===== config.mk =====
export PLATFORM = sky130hd
export DESIGN_NAME = task_worker_assigner_top
export DESIGN_NICKNAME = d
export VERILOG_FILES = /design/src/hdl/twa_pkg.sv /design/src/hdl/task_worker_assigner_top.sv /design/src/hdl/twa_ram.sv
export SDC_FILE = /design/constraint.sdc
export NUM_CORES = 2
export LEC_CHECK = 0
export BUFFER_PORTS_ARGS = -buffer_cell sky130_fd_sc_hd__buf_2
export CORE_ASPECT_RATIO = 0.5
export CORE_MARGIN = 1
export CORE_UTILIZATION = 30
export DETAILED_ROUTE_END_ITERATION = 7
export GPL_ROUTABILITY_DRIVEN = 0
export HOLD_SLACK_MARGIN = 0.08
export PLACE_DENSITY = 0.43
export RECOVER_POWER = 25
export REMOVE_ABC_BUFFERS = 1
export SLEW_MARGIN = 15
export SYNTH_ARGS = -nofsm -noshare
export SYNTH_HDL_FRONTEND = slang
export SYNTH_HIERARCHICAL = 1
export SYNTH_SLANG_ARGS = --single-unit

===== constraint.sdc =====
create_clock -name aclk -period 10.55 [get_ports aclk]
set_input_delay 2.11 -clock aclk [delete_from_list [all_inputs] [get_ports aclk]]
set_output_delay 2.11 -clock aclk [all_outputs]
set_load 0.02 [all_outputs]

===== src/hdl/twa_pkg.sv =====
// ----------------------------------------------------------------------------
// twa_pkg
// Shared types and constants of the task worker assigner: payload structs,
// controller states and default sizes.
// ----------------------------------------------------------------------------
package twa_pkg;

    localparam int MAX_WORKERS_DEF = 16;
    localparam int TABLE_DEPTH_DEF = 64;
    localparam int COUNT_WIDTH_DEF = 16;

    localparam int KEY_W           = 32;
    localparam int CFG_W           = 5;
    localparam int WIDX_OUT_W      = 4;
    localparam int CFG_RESET_COUNT = 16;

    typedef struct packed {
        logic             is_box_task;
        logic [KEY_W-1:0] box_key;
    } twa_in_t;

    typedef struct packed {
        logic [WIDX_OUT_W-1:0] worker_index;
        logic                  entry_created;
        logic                  table_full;
    } twa_out_t;

    typedef enum logic [2:0] {
        ST_IDLE,
        ST_SCAN,
        ST_MIN,
        ST_ROUND,
        ST_COUNT,
        ST_DONE
    } state_t;

endpackage


===== src/hdl/task_worker_assigner_top.sv =====
// ----------------------------------------------------------------------------
// task_worker_assigner_top
// Places tasks onto workers: box tasks per key in round robin starting at the
// least loaded worker, plain tasks on a shared wrapping pointer.
// ----------------------------------------------------------------------------
// A plain task needs no table access. A box task walks the key table one
// entry per cycle through the key RAM read port, and a hit ends the walk; a
// new key scans all used entries, then reads the box counts of the active
// workers one per cycle through the count RAM. A new key on a full table
// ends after the scan with table_full set and worker index 0. One task is
// in work at a time; a finished result waits in the output register while
// the next task is taken. The table never frees entries, so the fill count
// marks the valid ones and no clearing pass is needed; box counts carry one
// valid bit per worker.
module task_worker_assigner_top #(
    parameter int MAX_WORKERS = twa_pkg::MAX_WORKERS_DEF,
    parameter int TABLE_DEPTH = twa_pkg::TABLE_DEPTH_DEF,
    parameter int COUNT_WIDTH = twa_pkg::COUNT_WIDTH_DEF
) (
    input  logic                    aclk,
    input  logic                    aresetn,
    input  logic                    cfg_wr_en,
    input  logic [twa_pkg::CFG_W-1:0] cfg_wr_data,
    input  logic                    s_valid,
    output logic                    s_ready,
    input  twa_pkg::twa_in_t        s_data,
    output logic                    m_valid,
    input  logic                    m_ready,
    output twa_pkg::twa_out_t       m_data
);

    localparam int WW    = (MAX_WORKERS > 1) ? $clog2(MAX_WORKERS) : 1;
    localparam int CW    = $clog2(MAX_WORKERS + 1);
    localparam int AW    = (TABLE_DEPTH > 1) ? $clog2(TABLE_DEPTH) : 1;
    localparam int IW    = $clog2(TABLE_DEPTH + 1);
    localparam int XW    = (WW > twa_pkg::WIDX_OUT_W) ? WW : twa_pkg::WIDX_OUT_W;
    localparam int EW    = twa_pkg::KEY_W + WW;
    localparam int N_RST = (twa_pkg::CFG_RESET_COUNT < MAX_WORKERS) ?
                           twa_pkg::CFG_RESET_COUNT : MAX_WORKERS;

    localparam logic [CW-1:0] N_RST_C  = CW'(N_RST);
    localparam logic [WW-1:0] PP_RST_C = WW'(N_RST - 1);
    localparam logic [IW-1:0] DEPTH_C  = IW'(TABLE_DEPTH);
    localparam logic [COUNT_WIDTH-1:0] CNT_MAX = '1;

    twa_pkg::state_t state_reg, state_next;

    logic [twa_pkg::KEY_W-1:0] key_reg, key_next;
    logic [IW-1:0]             idx_reg, idx_next;
    logic                      cmp_vld_reg, cmp_vld_next;
    logic [AW-1:0]             cmp_idx_reg, cmp_idx_next;
    logic [AW-1:0]             slot_reg, slot_next;
    logic [IW-1:0]             used_reg, used_next;
    logic [CW-1:0]             widx_reg, widx_next;
    logic                      mv_reg, mv_next;
    logic [WW-1:0]             mi_reg, mi_next;
    logic [WW-1:0]             best_reg, best_next;
    logic [COUNT_WIDTH-1:0]    bestv_reg, bestv_next;
    logic [WW-1:0]             round_reg, round_next;
    logic [WW-1:0]             target_reg, target_next;
    logic                      created_reg, created_next;
    logic                      full_reg, full_next;
    logic [CW-1:0]             n_reg, n_next;
    logic [WW-1:0]             pp_reg, pp_next;
    logic [MAX_WORKERS-1:0]    cvalid_reg, cvalid_next;
    logic                      m_valid_reg, m_valid_next;
    twa_pkg::twa_out_t         m_data_reg, m_data_next;

    // key table RAM: {key, round}
    logic          ek_wr_en, ek_rd_en;
    logic [AW-1:0] ek_wr_addr, ek_rd_addr;
    logic [EW-1:0] ek_wr_data, ek_rd_data;
    // box count RAM
    logic                   bc_wr_en, bc_rd_en;
    logic [WW-1:0]          bc_wr_addr, bc_rd_addr;
    logic [COUNT_WIDTH-1:0] bc_wr_data, bc_rd_data;

    logic [CW-1:0] n_cfg;
    logic          accept;
    logic          hit;
    logic          scan_end;
    logic          min_end;

    twa_ram #(
        .WIDTH (EW),
        .DEPTH (TABLE_DEPTH)
    ) u_key_ram (
        .aclk    (aclk),
        .wr_en   (ek_wr_en),
        .wr_addr (ek_wr_addr),
        .wr_data (ek_wr_data),
        .rd_en   (ek_rd_en),
        .rd_addr (ek_rd_addr),
        .rd_data (ek_rd_data)
    );

    twa_ram #(
        .WIDTH (COUNT_WIDTH),
        .DEPTH (MAX_WORKERS)
    ) u_count_ram (
        .aclk    (aclk),
        .wr_en   (bc_wr_en),
        .wr_addr (bc_wr_addr),
        .wr_data (bc_wr_data),
        .rd_en   (bc_rd_en),
        .rd_addr (bc_rd_addr),
        .rd_data (bc_rd_data)
    );

    assign s_ready  = (state_reg == twa_pkg::ST_IDLE);
    assign accept   = s_valid && s_ready;
    assign m_valid  = m_valid_reg;
    assign m_data   = m_data_reg;
    assign hit      = cmp_vld_reg && (ek_rd_data[EW-1:WW] == key_reg);
    assign scan_end = (idx_reg >= used_reg);
    assign min_end  = (widx_reg >= n_reg) && !mv_reg;

    // written count clamped into 1 .. MAX_WORKERS
    always_comb begin
        int unsigned c;
        c = int'(cfg_wr_data);
        if (c < 1) begin
            c = 1;
        end
        if (c > MAX_WORKERS) begin
            c = MAX_WORKERS;
        end
        n_cfg = CW'(c);
    end

    // next state
    always_comb begin
        state_next = state_reg;
        case (state_reg)
            twa_pkg::ST_IDLE: begin
                if (accept) begin
                    if (!s_data.is_box_task) begin
                        state_next = twa_pkg::ST_DONE;
                    end else if (used_reg == '0) begin
                        state_next = twa_pkg::ST_MIN;
                    end else begin
                        state_next = twa_pkg::ST_SCAN;
                    end
                end
            end
            twa_pkg::ST_SCAN: begin
                if (hit) begin
                    state_next = twa_pkg::ST_ROUND;
                end else if (scan_end) begin
                    if (used_reg == DEPTH_C) begin
                        state_next = twa_pkg::ST_DONE;
                    end else begin
                        state_next = twa_pkg::ST_MIN;
                    end
                end
            end
            twa_pkg::ST_MIN: begin
                if (min_end) begin
                    state_next = twa_pkg::ST_ROUND;
                end
            end
            twa_pkg::ST_ROUND: state_next = twa_pkg::ST_COUNT;
            twa_pkg::ST_COUNT: state_next = twa_pkg::ST_DONE;
            twa_pkg::ST_DONE: begin
                if (!m_valid_reg || m_ready) begin
                    state_next = twa_pkg::ST_IDLE;
                end
            end
            default: state_next = twa_pkg::ST_IDLE;
        endcase
    end

    // datapath and memory control
    always_comb begin
        logic [CW-1:0]          t_ext;
        logic [CW-1:0]          t_inc;
        logic [WW-1:0]          t;
        logic [COUNT_WIDTH-1:0] val;
        logic [XW-1:0]          widx_out;

        key_next     = key_reg;
        idx_next     = idx_reg;
        cmp_vld_next = 1'b0;
        cmp_idx_next = cmp_idx_reg;
        slot_next    = slot_reg;
        used_next    = used_reg;
        widx_next    = widx_reg;
        mv_next      = 1'b0;
        mi_next      = mi_reg;
        best_next    = best_reg;
        bestv_next   = bestv_reg;
        round_next   = round_reg;
        target_next  = target_reg;
        created_next = created_reg;
        full_next    = full_reg;
        n_next       = n_reg;
        pp_next      = pp_reg;
        cvalid_next  = cvalid_reg;
        m_valid_next = m_valid_reg;
        m_data_next  = m_data_reg;

        ek_wr_en   = 1'b0;
        ek_wr_addr = slot_reg;
        ek_wr_data = '0;
        ek_rd_en   = 1'b0;
        ek_rd_addr = idx_reg[AW-1:0];
        bc_wr_en   = 1'b0;
        bc_wr_addr = target_reg;
        bc_wr_data = '0;
        bc_rd_en   = 1'b0;
        bc_rd_addr = widx_reg[WW-1:0];

        t_ext    = '0;
        t_inc    = '0;
        t        = '0;
        val      = '0;
        widx_out = '0;

        if (m_valid_reg && m_ready) begin
            m_valid_next = 1'b0;
        end

        case (state_reg)
            twa_pkg::ST_IDLE: begin
                if (accept) begin
                    key_next     = s_data.box_key;
                    idx_next     = '0;
                    widx_next    = '0;
                    created_next = 1'b0;
                    full_next    = 1'b0;
                    slot_next    = used_reg[AW-1:0];
                    if (!s_data.is_box_task) begin
                        // stale plain pointer falls back to worker 0
                        t_ext = CW'(pp_reg);
                        if (t_ext >= n_reg) begin
                            t_ext = '0;
                        end
                        t_inc = t_ext + CW'(1);
                        if (t_inc == n_reg) begin
                            t_inc = '0;
                        end
                        target_next = t_ext[WW-1:0];
                        pp_next     = t_inc[WW-1:0];
                    end
                end
            end
            twa_pkg::ST_SCAN: begin
                if (hit) begin
                    slot_next  = cmp_idx_reg;
                    round_next = ek_rd_data[WW-1:0];
                end else if (!scan_end) begin
                    ek_rd_en     = 1'b1;
                    idx_next     = idx_reg + IW'(1);
                    cmp_vld_next = 1'b1;
                    cmp_idx_next = idx_reg[AW-1:0];
                end else if (used_reg == DEPTH_C) begin
                    full_next   = 1'b1;
                    target_next = '0;
                end
            end
            twa_pkg::ST_MIN: begin
                if (widx_reg < n_reg) begin
                    bc_rd_en  = 1'b1;
                    widx_next = widx_reg + CW'(1);
                    mv_next   = 1'b1;
                    mi_next   = widx_reg[WW-1:0];
                end
                if (mv_reg) begin
                    val = cvalid_reg[mi_reg] ? bc_rd_data : '0;
                    if ((mi_reg == '0) || (val < bestv_reg)) begin
                        best_next  = mi_reg;
                        bestv_next = val;
                    end
                end
                if (min_end) begin
                    round_next   = best_reg;
                    created_next = 1'b1;
                    used_next    = used_reg + IW'(1);
                end
            end
            twa_pkg::ST_ROUND: begin
                // round pointer left over from a larger count means worker 0
                t_ext = CW'(round_reg);
                if (t_ext >= n_reg) begin
                    t_ext = '0;
                end
                t_inc = t_ext + CW'(1);
                if (t_inc == n_reg) begin
                    t_inc = '0;
                end
                t           = t_ext[WW-1:0];
                target_next = t;
                ek_wr_en    = 1'b1;
                ek_wr_addr  = slot_reg;
                ek_wr_data  = {key_reg, t_inc[WW-1:0]};
                bc_rd_en    = 1'b1;
                bc_rd_addr  = t;
            end
            twa_pkg::ST_COUNT: begin
                val        = cvalid_reg[target_reg] ? bc_rd_data : '0;
                bc_wr_en   = 1'b1;
                bc_wr_addr = target_reg;
                bc_wr_data = (val == CNT_MAX) ? val : val + COUNT_WIDTH'(1);
                cvalid_next[target_reg] = 1'b1;
            end
            twa_pkg::ST_DONE: begin
                if (!m_valid_reg || m_ready) begin
                    widx_out                  = XW'(target_reg);
                    m_valid_next              = 1'b1;
                    m_data_next.worker_index  = widx_out[twa_pkg::WIDX_OUT_W-1:0];
                    m_data_next.entry_created = created_reg;
                    m_data_next.table_full    = full_reg;
                end
            end
            default: begin
            end
        endcase

        if (cfg_wr_en) begin
            n_next  = n_cfg;
            t_ext   = n_cfg - CW'(1);
            pp_next = t_ext[WW-1:0];
        end
    end

    always_ff @(posedge aclk) begin
        if (!aresetn) begin
            state_reg   <= twa_pkg::ST_IDLE;
            cmp_vld_reg <= 1'b0;
            mv_reg      <= 1'b0;
            used_reg    <= '0;
            n_reg       <= N_RST_C;
            pp_reg      <= PP_RST_C;
            cvalid_reg  <= '0;
            m_valid_reg <= 1'b0;
        end else begin
            state_reg   <= state_next;
            cmp_vld_reg <= cmp_vld_next;
            mv_reg      <= mv_next;
            used_reg    <= used_next;
            n_reg       <= n_next;
            pp_reg      <= pp_next;
            cvalid_reg  <= cvalid_next;
            m_valid_reg <= m_valid_next;
        end
    end

    always_ff @(posedge aclk) begin
        key_reg     <= key_next;
        idx_reg     <= idx_next;
        cmp_idx_reg <= cmp_idx_next;
        slot_reg    <= slot_next;
        widx_reg    <= widx_next;
        mi_reg      <= mi_next;
        best_reg    <= best_next;
        bestv_reg   <= bestv_next;
        round_reg   <= round_next;
        target_reg  <= target_next;
        created_reg <= created_next;
        full_reg    <= full_next;
        m_data_reg  <= m_data_next;
    end

endmodule


===== src/hdl/twa_ram.sv =====
// ----------------------------------------------------------------------------
// twa_ram
// Generic simple dual-port RAM: one write port, one read port, read data
// registered.
// ----------------------------------------------------------------------------
module twa_ram #(
    parameter int WIDTH = 8,
    parameter int DEPTH = 16,
    localparam int AW   = (DEPTH > 1) ? $clog2(DEPTH) : 1
) (
    input  logic             aclk,
    input  logic             wr_en,
    input  logic [AW-1:0]    wr_addr,
    input  logic [WIDTH-1:0] wr_data,
    input  logic             rd_en,
    input  logic [AW-1:0]    rd_addr,
    output logic [WIDTH-1:0] rd_data
);

    logic [WIDTH-1:0] mem [DEPTH];

    always_ff @(posedge aclk) begin
        if (wr_en) begin
            mem[wr_addr] <= wr_data;
        end
        if (rd_en) begin
            rd_data <= mem[rd_addr];
        end
    end

endmodule

* Word-level counts from Yosys, hierarchy flattened
Memory sizes are Yosys's and may differ from the RTL's. A register that Yosys moved wholly into a read port is not among the register bits.
Cells that the tools add are included.
** Storage, ports and cells
- Bits in registers :: 134
- Latch bits :: 0
- Memory bits (writable) :: 2560
- Bits in read-only memories :: 0
- Input bits :: 43
- Output and inout bits :: 8
- Word-level logic and storage cells :: 177
- Memories :: 2
** Cells by class
- Add/subtract/negate cells :: 7
- Multipliers :: 0
- Div/mod/pow operators :: 0
- $lt $le $gt $ge :: 11
- Equality and inequality tests :: 22
- Shift-type cells :: 0
- Mux-type cells :: 75
- Bitwise gates (word level) :: 3
- Reductions and logical operators :: 34
** Memory list
- u_key_ram.mem :: words 64, width 36, read ports 1, clocked after Yosys merged registers in 1, wr ports 1, line twa_ram.sv:20 : logic [WIDTH-1:0] mem [DEPTH];
- u_count_ram.mem :: words 16, width 16, read ports 1, clocked after Yosys merged registers in 1, wr ports 1, line twa_ram.sv:20
** Operators with widths (count)
- 16-bit 2-to-1 mux :: 4
- 4-bit 2-to-1 mux :: 16
- 5-bit 2-to-1 mux :: 8
- 36-bit 2-to-1 mux :: 1
- 32-bit == test :: 1
- 32-bit by 5-bit > comparator with 1-bit output (second input constant) :: 1
- 1-bit 2-to-1 mux :: 21
- 3-bit 2-to-1 mux :: 7
- 7-bit 2-to-1 mux :: 3
- 3-bit AND reduction :: 7
- 2-bit inequality test (second input constant) :: 10
- 3-bit case mux with 6 select lines :: 1
- 16-bit by 1-bit adder with 16-bit output (second input constant) :: 1
- 16-bit == test (second input constant) :: 1
- 16-bit less-than comparator :: 1
- 16-bit bitwise OR :: 1
- 5-bit by 1-bit adder with 5-bit output (second input constant) :: 3
- 7-bit by 1-bit adder with 7-bit output (second input constant) :: 2
- 7-bit case mux with 2 select lines :: 1
- 6-bit 2-to-1 mux :: 2
- 4-bit case mux with 3 select lines :: 1
- 6-bit case mux with 2 select lines :: 1
- 5-bit == test :: 2
- 4-bit by 5-bit greater-or-equal comparator with 1-bit output :: 2
- 32 further kinds :: 54

* Depth between registers and ports, before layout
- Depth after elaboration :: 12
- Mapped depth :: 14
- Depth with buffers taken out :: 13

* Cells and area by module
Netlist, hierarchy kept.
** By module, submodules not included
- twa_ram at u_key_ram :: instances 1, cells an instance 3780, area an instance 88333.5 um^2, seq. area each 70267.4 um^2
- twa_ram at u_count_ram :: instances 1, cells an instance 432, area an instance 10202.3 um^2, seq. area each 8167.8 um^2
- task_worker_assigner_top :: instances 1, cells an instance 776, area an instance 7732.4 um^2, seq. area each 3643.5 um^2

* Worst setup path before layout
Ideal clock, no wire load.
- Path kind :: flip-flop to flip-flop
- Start :: register n_reg[2]
- End :: memory u_key_ram/mem[0][3] (netlist name), data pin
- Arrival time :: 5.988 ns
- Required time :: 9.686 ns
- Slack :: 3.698 ns
- Stages on the path, launching flop included :: 15
- Buffers on the path :: 1
- Period minus slack after synthesis :: 6.852 ns
- Cell sequence :: dfxtp_1 > clkbuf_1 > inv_1 > ha_1 > or2_2 > a21o_1 > nand3_1 > nand2_1 > inv_1 > ha_1 > nor2_1 > a2111oi_0 > a211oi_1 > o21a_1 > nor4_1
** Between the ends
- Longest elaborated chain between the ends :: 7
** RTL lines
- start, declared :: line task_worker_assigner_top.sv:63 : logic [CW-1:0] n_reg, n_next;
- start signal, assigned :: line task_worker_assigner_top.sv:341 : n_reg <= n_next;
- 4-bit by 5-bit greater-or-equal comparator with 1-bit output :: line task_worker_assigner_top.sv:284 : if (t_ext >= n_reg) begin
- 4-bit 2-to-1 mux :: line task_worker_assigner_top.sv:284
- 5-bit 2-to-1 mux :: line task_worker_assigner_top.sv:223 : case (state_reg)
- 5-bit by 1-bit adder with 5-bit output :: line task_worker_assigner_top.sv:287 : t_inc = t_ext + CW'(1);
- 5-bit == test :: line task_worker_assigner_top.sv:288 : if (t_inc == n_reg) begin
- 4-bit 2-to-1 mux (*) :: line task_worker_assigner_top.sv:288
- 36-bit 2-to-1 mux (*) :: line task_worker_assigner_top.sv:223
- net ek_wr_data[3] :: line task_worker_assigner_top.sv:72 : logic [EW-1:0] ek_wr_data, ek_rd_data;
- end, declared :: line twa_ram.sv:20
The timed path passes the listed nets; every way through them passes the cells marked *. The select of a mux whose other input is x is not followed.

* Worst setup path in the final report
- Start :: register idx_reg[3]
- End :: register u_key_ram.rd_data[9], read port of u_key_ram.mem, data pin
** Between the ends
- Longest elaborated chain between the ends :: 4
** RTL lines
- start, declared :: line task_worker_assigner_top.sv:49 : logic [IW-1:0] idx_reg, idx_next;
- start signal, assigned :: line task_worker_assigner_top.sv:350 : idx_reg <= idx_next;
- 7-bit greater-or-equal comparator :: line task_worker_assigner_top.sv:115 : assign scan_end = (idx_reg >= used_reg);
- 1-bit 2-to-1 mux :: line task_worker_assigner_top.sv:251 : end else if (!scan_end) begin
- 1-bit 2-to-1 mux :: line task_worker_assigner_top.sv:248 : if (hit) begin
- 1-bit 2-to-1 mux
- end, declared :: line twa_ram.sv:17 : output logic [WIDTH-1:0] rd_data
Several ways; a longest one is shown, not always the timed one.
A chain may end at the register's enable or synchronous reset.

==> impl_metrics.tcl <==
set metrics [dict create \
    status "finished with violations" \
    violations "capacitance limit, slew limit" \
    cts_buffers 277 \
    top_register "u_key_ram/mem" \
    grt_pass1_wl_um 436700 \
    core_area_sq_um 352200 \
    vias 52600 \
    synth-edff-count 2708 \
    cts_resized 0 \
    yosys.area_share.simple_pct 2.988 \
    post_cts_buffers 0 \
    die_h_um 422.9 \
    totalWireLength_um 313300 \
    overflow 0 \
    cp.arrival_ns 7.70 \
    relSlewSlack_pct -191.1 \
    synth_compound_area_share_pct 3.087 \
    firstDrtPassIters 5 \
    fin_worst_skew_ns 0.07857 \
    synth_top_flop_cell "edfxtp_1" \
    synth_xor_area_share_pct 0.5569 \
    synth_top_family_by_area "multiplexers" \
    maxSlewViolCount 1651 \
    clkSinkCount 2746 \
    syn_to_final_growth_pct 14.30 \
    cp-end-kind "register" \
    wire_per_inst_um 31.03 \
    h-tree-depth 5 \
    ctsLongestPathBuffers 4 \
    dpl.cell_count 9617 \
    reg.largest.list "u_key_ram/mem x2304, u_count_ram/mem x256, u_key_ram/rd_data x36" \
    track_usage_pct 17.20 \
    finalCritPeriodShare_pct 67.19 \
    synth-seq-area-share_pct 77.24 \
    synth_cell_type_count 71 \
    vias_per_cell 5.211 \
    rows 154 \
    fill_cells 32671 \
    io_pins 51 \
    drive_gt1_share_pct 24.29 \
    path_clk_slew_ns 0.06 \
    drt_drc_violations_left 0 \
    setup_viol 0 \
    fp.dieW_um 843.7 \
    synth_warnings 6 \
    seq_area_sq_um 82080 \
    die-area_sq_um 356800 \
    antenna_found_initial 14 \
    hpwl_um 173600 \
    grt_pass1_vias 54020 \
    crit_required_ns 11.16 \
    rsz0062_at_grt "no" \
    critPathLaunchType "register" \
    max-cap-violations 28 \
    p_per_area_nw_per_um2 224.2 \
    fmax_mhz 141.1 \
    drtIter0Drc 5298 \
    nets 5303 \
    start_util_pct 30.17 \
    port_buffers 50 \
    largest_reg_flops 2304 \
    ant_nets 0 \
    muxShareOfSynthArea_pct 14.20 \
    crit_type "register to register" \
    ys_async_sr_fraction_pct 0 \
    ir_worst_vdd_uv 168.7 \
    cp_max_fo 47 \
    min_period_ns 7.088 \
    synth_fa_ha_area_share_pct 0.5063 \
    instances_no_fill 10094 \
    p_leak_nw 32.38 \
    cts_hold_buf 0 \
    hp-class "register to register" \
    clk_latency_ns 0.87 \
    grt_max_degree 108 \
    synth_area_sq_um 106300 \
    syn_avg_cell_area_sq_um 21.30 \
    clk_root_buffer_cell "clkbuf_16" \
    tritoncts "yes" \
    multi_input_area_sq_um 23440 \
    syn_inst 4988 \
    total_power_w 0.02723 \
    hold_violations 0 \
    worst_pin_slew_ns 4.367 \
    ys_ff_latch 2746 \
]
==> routing by layer <==
layer	vias up	wire length, um	part of all wire, %	global-route usage [%]
li1	21453	-	-	-
met5	-	13	0.0041	0
met2	1671	148000	47	27.85
met1	29091	140500	45	24.54
met4	2	7066	2.3	3.937
met3	383	17750	5.7	2.707
==> path summary, 6_finish.rpt <==
kind / from / to / slack, ns / cells after the start
max: idx_reg[3] / u_key_ram/rd_data[9] / 3.46 / 5
min: full_reg / m_data[0] / 0.43 / 0
min reg2reg: full_reg / m_data[0] / 0.43 / 0
max reg2reg: idx_reg[3] / u_key_ram/rd_data[9] / 3.46 / 5
==> cell usage after synthesis, types with 50 or more instances <==
cell | number | area (sq um)
nor2_1 | 200 | 750.7
nand2_1 | 112 | 420.4
nand3_1 | 70 | 350.3
and3_1 | 50 | 312.8
mux2i_1 | 78 | 780.8
o22ai_1 | 124 | 775.7
mux4_2 | 615 | 13850
edfxtp_1 | 2708 | 81320
clkbuf_1 | 125 | 469.2
a22oi_1 | 109 | 818.3
nor2b_1 | 51 | 319.1
buf_2 | 52 | 260.3
==> critical path: stages, from the launching register on <==
cell and delay, ns:
edfxtp_1 0.32, clkbuf_1 3.03, nand2_1 1.75, o221ai_1 0.81, o211ai_1 0.50, and3_1 0.34
==> cell usage in the layout, fill, tap and decap left out, types with 76 or more instances in the layout <==
master and n:
edfxtp_1 2708, mux4_2 615, clkbuf_16 283, buf_4 139, o22ai_1 124, nor2_1 122, nand2_1 113, a22oi_1 109
mux2i_1 78, clkbuf_1 76
==> cell families after synthesis <==
group,after synthesis
flip-flops,2746
multiplexers,715
AND/OR/NAND/NOR,642
AO/OA/AOI/OAI,463
buffers and inverters,313
XOR/XNOR,66
adder cells (fa/ha/maj),43
==> power by group <==
part / leakage [nW] / total, W / internal (W) / switching [W]
logic: 7.48 / 0.00518 / 0.00185 / 0.00333
registers: 20.8 / 0.0126 / 0.0124 / 0.000244
clock network: 4.06 / 0.00942 / 0.00524 / 0.00418
==> metrics by stage <==
stage	hold slack [ns]	utilization, %	worst slack, ns	area, sq um	setup TNS [ns]
3_5_place_dp	0.4152	32.14	6.011	113200	0
3_3_place_gp	0.4166	32.12	5.755	113100	0
6_report	0.4271	34.48	3.462	121500	0
4_1_cts	0.4289	34.51	5.983	121500	0
2_1_floorplan	0.4003	-	-15.35	104900	-1437.16
5_1_grt	0.4429	34.48	3.305	121500	0
==> area by class of cell <==
| cell class | instances | share of cell area (%) |
|---|---|---|
| Clock buffer | 350 | 6.068 |
| Inverter | 51 | 0.1576 |
| Tap cell | 4680 | 4.821 |
| Sequential cell | 2746 | 67.57 |
| Timing Repair Buffer | 212 | 1.288 |
| Antenna cell | 4 | 0.008241 |
| Clock inverter | 122 | 0.7839 |
| Multi-Input combinational cell | 1929 | 19.30 |
(Power assumes the default switching activity.)
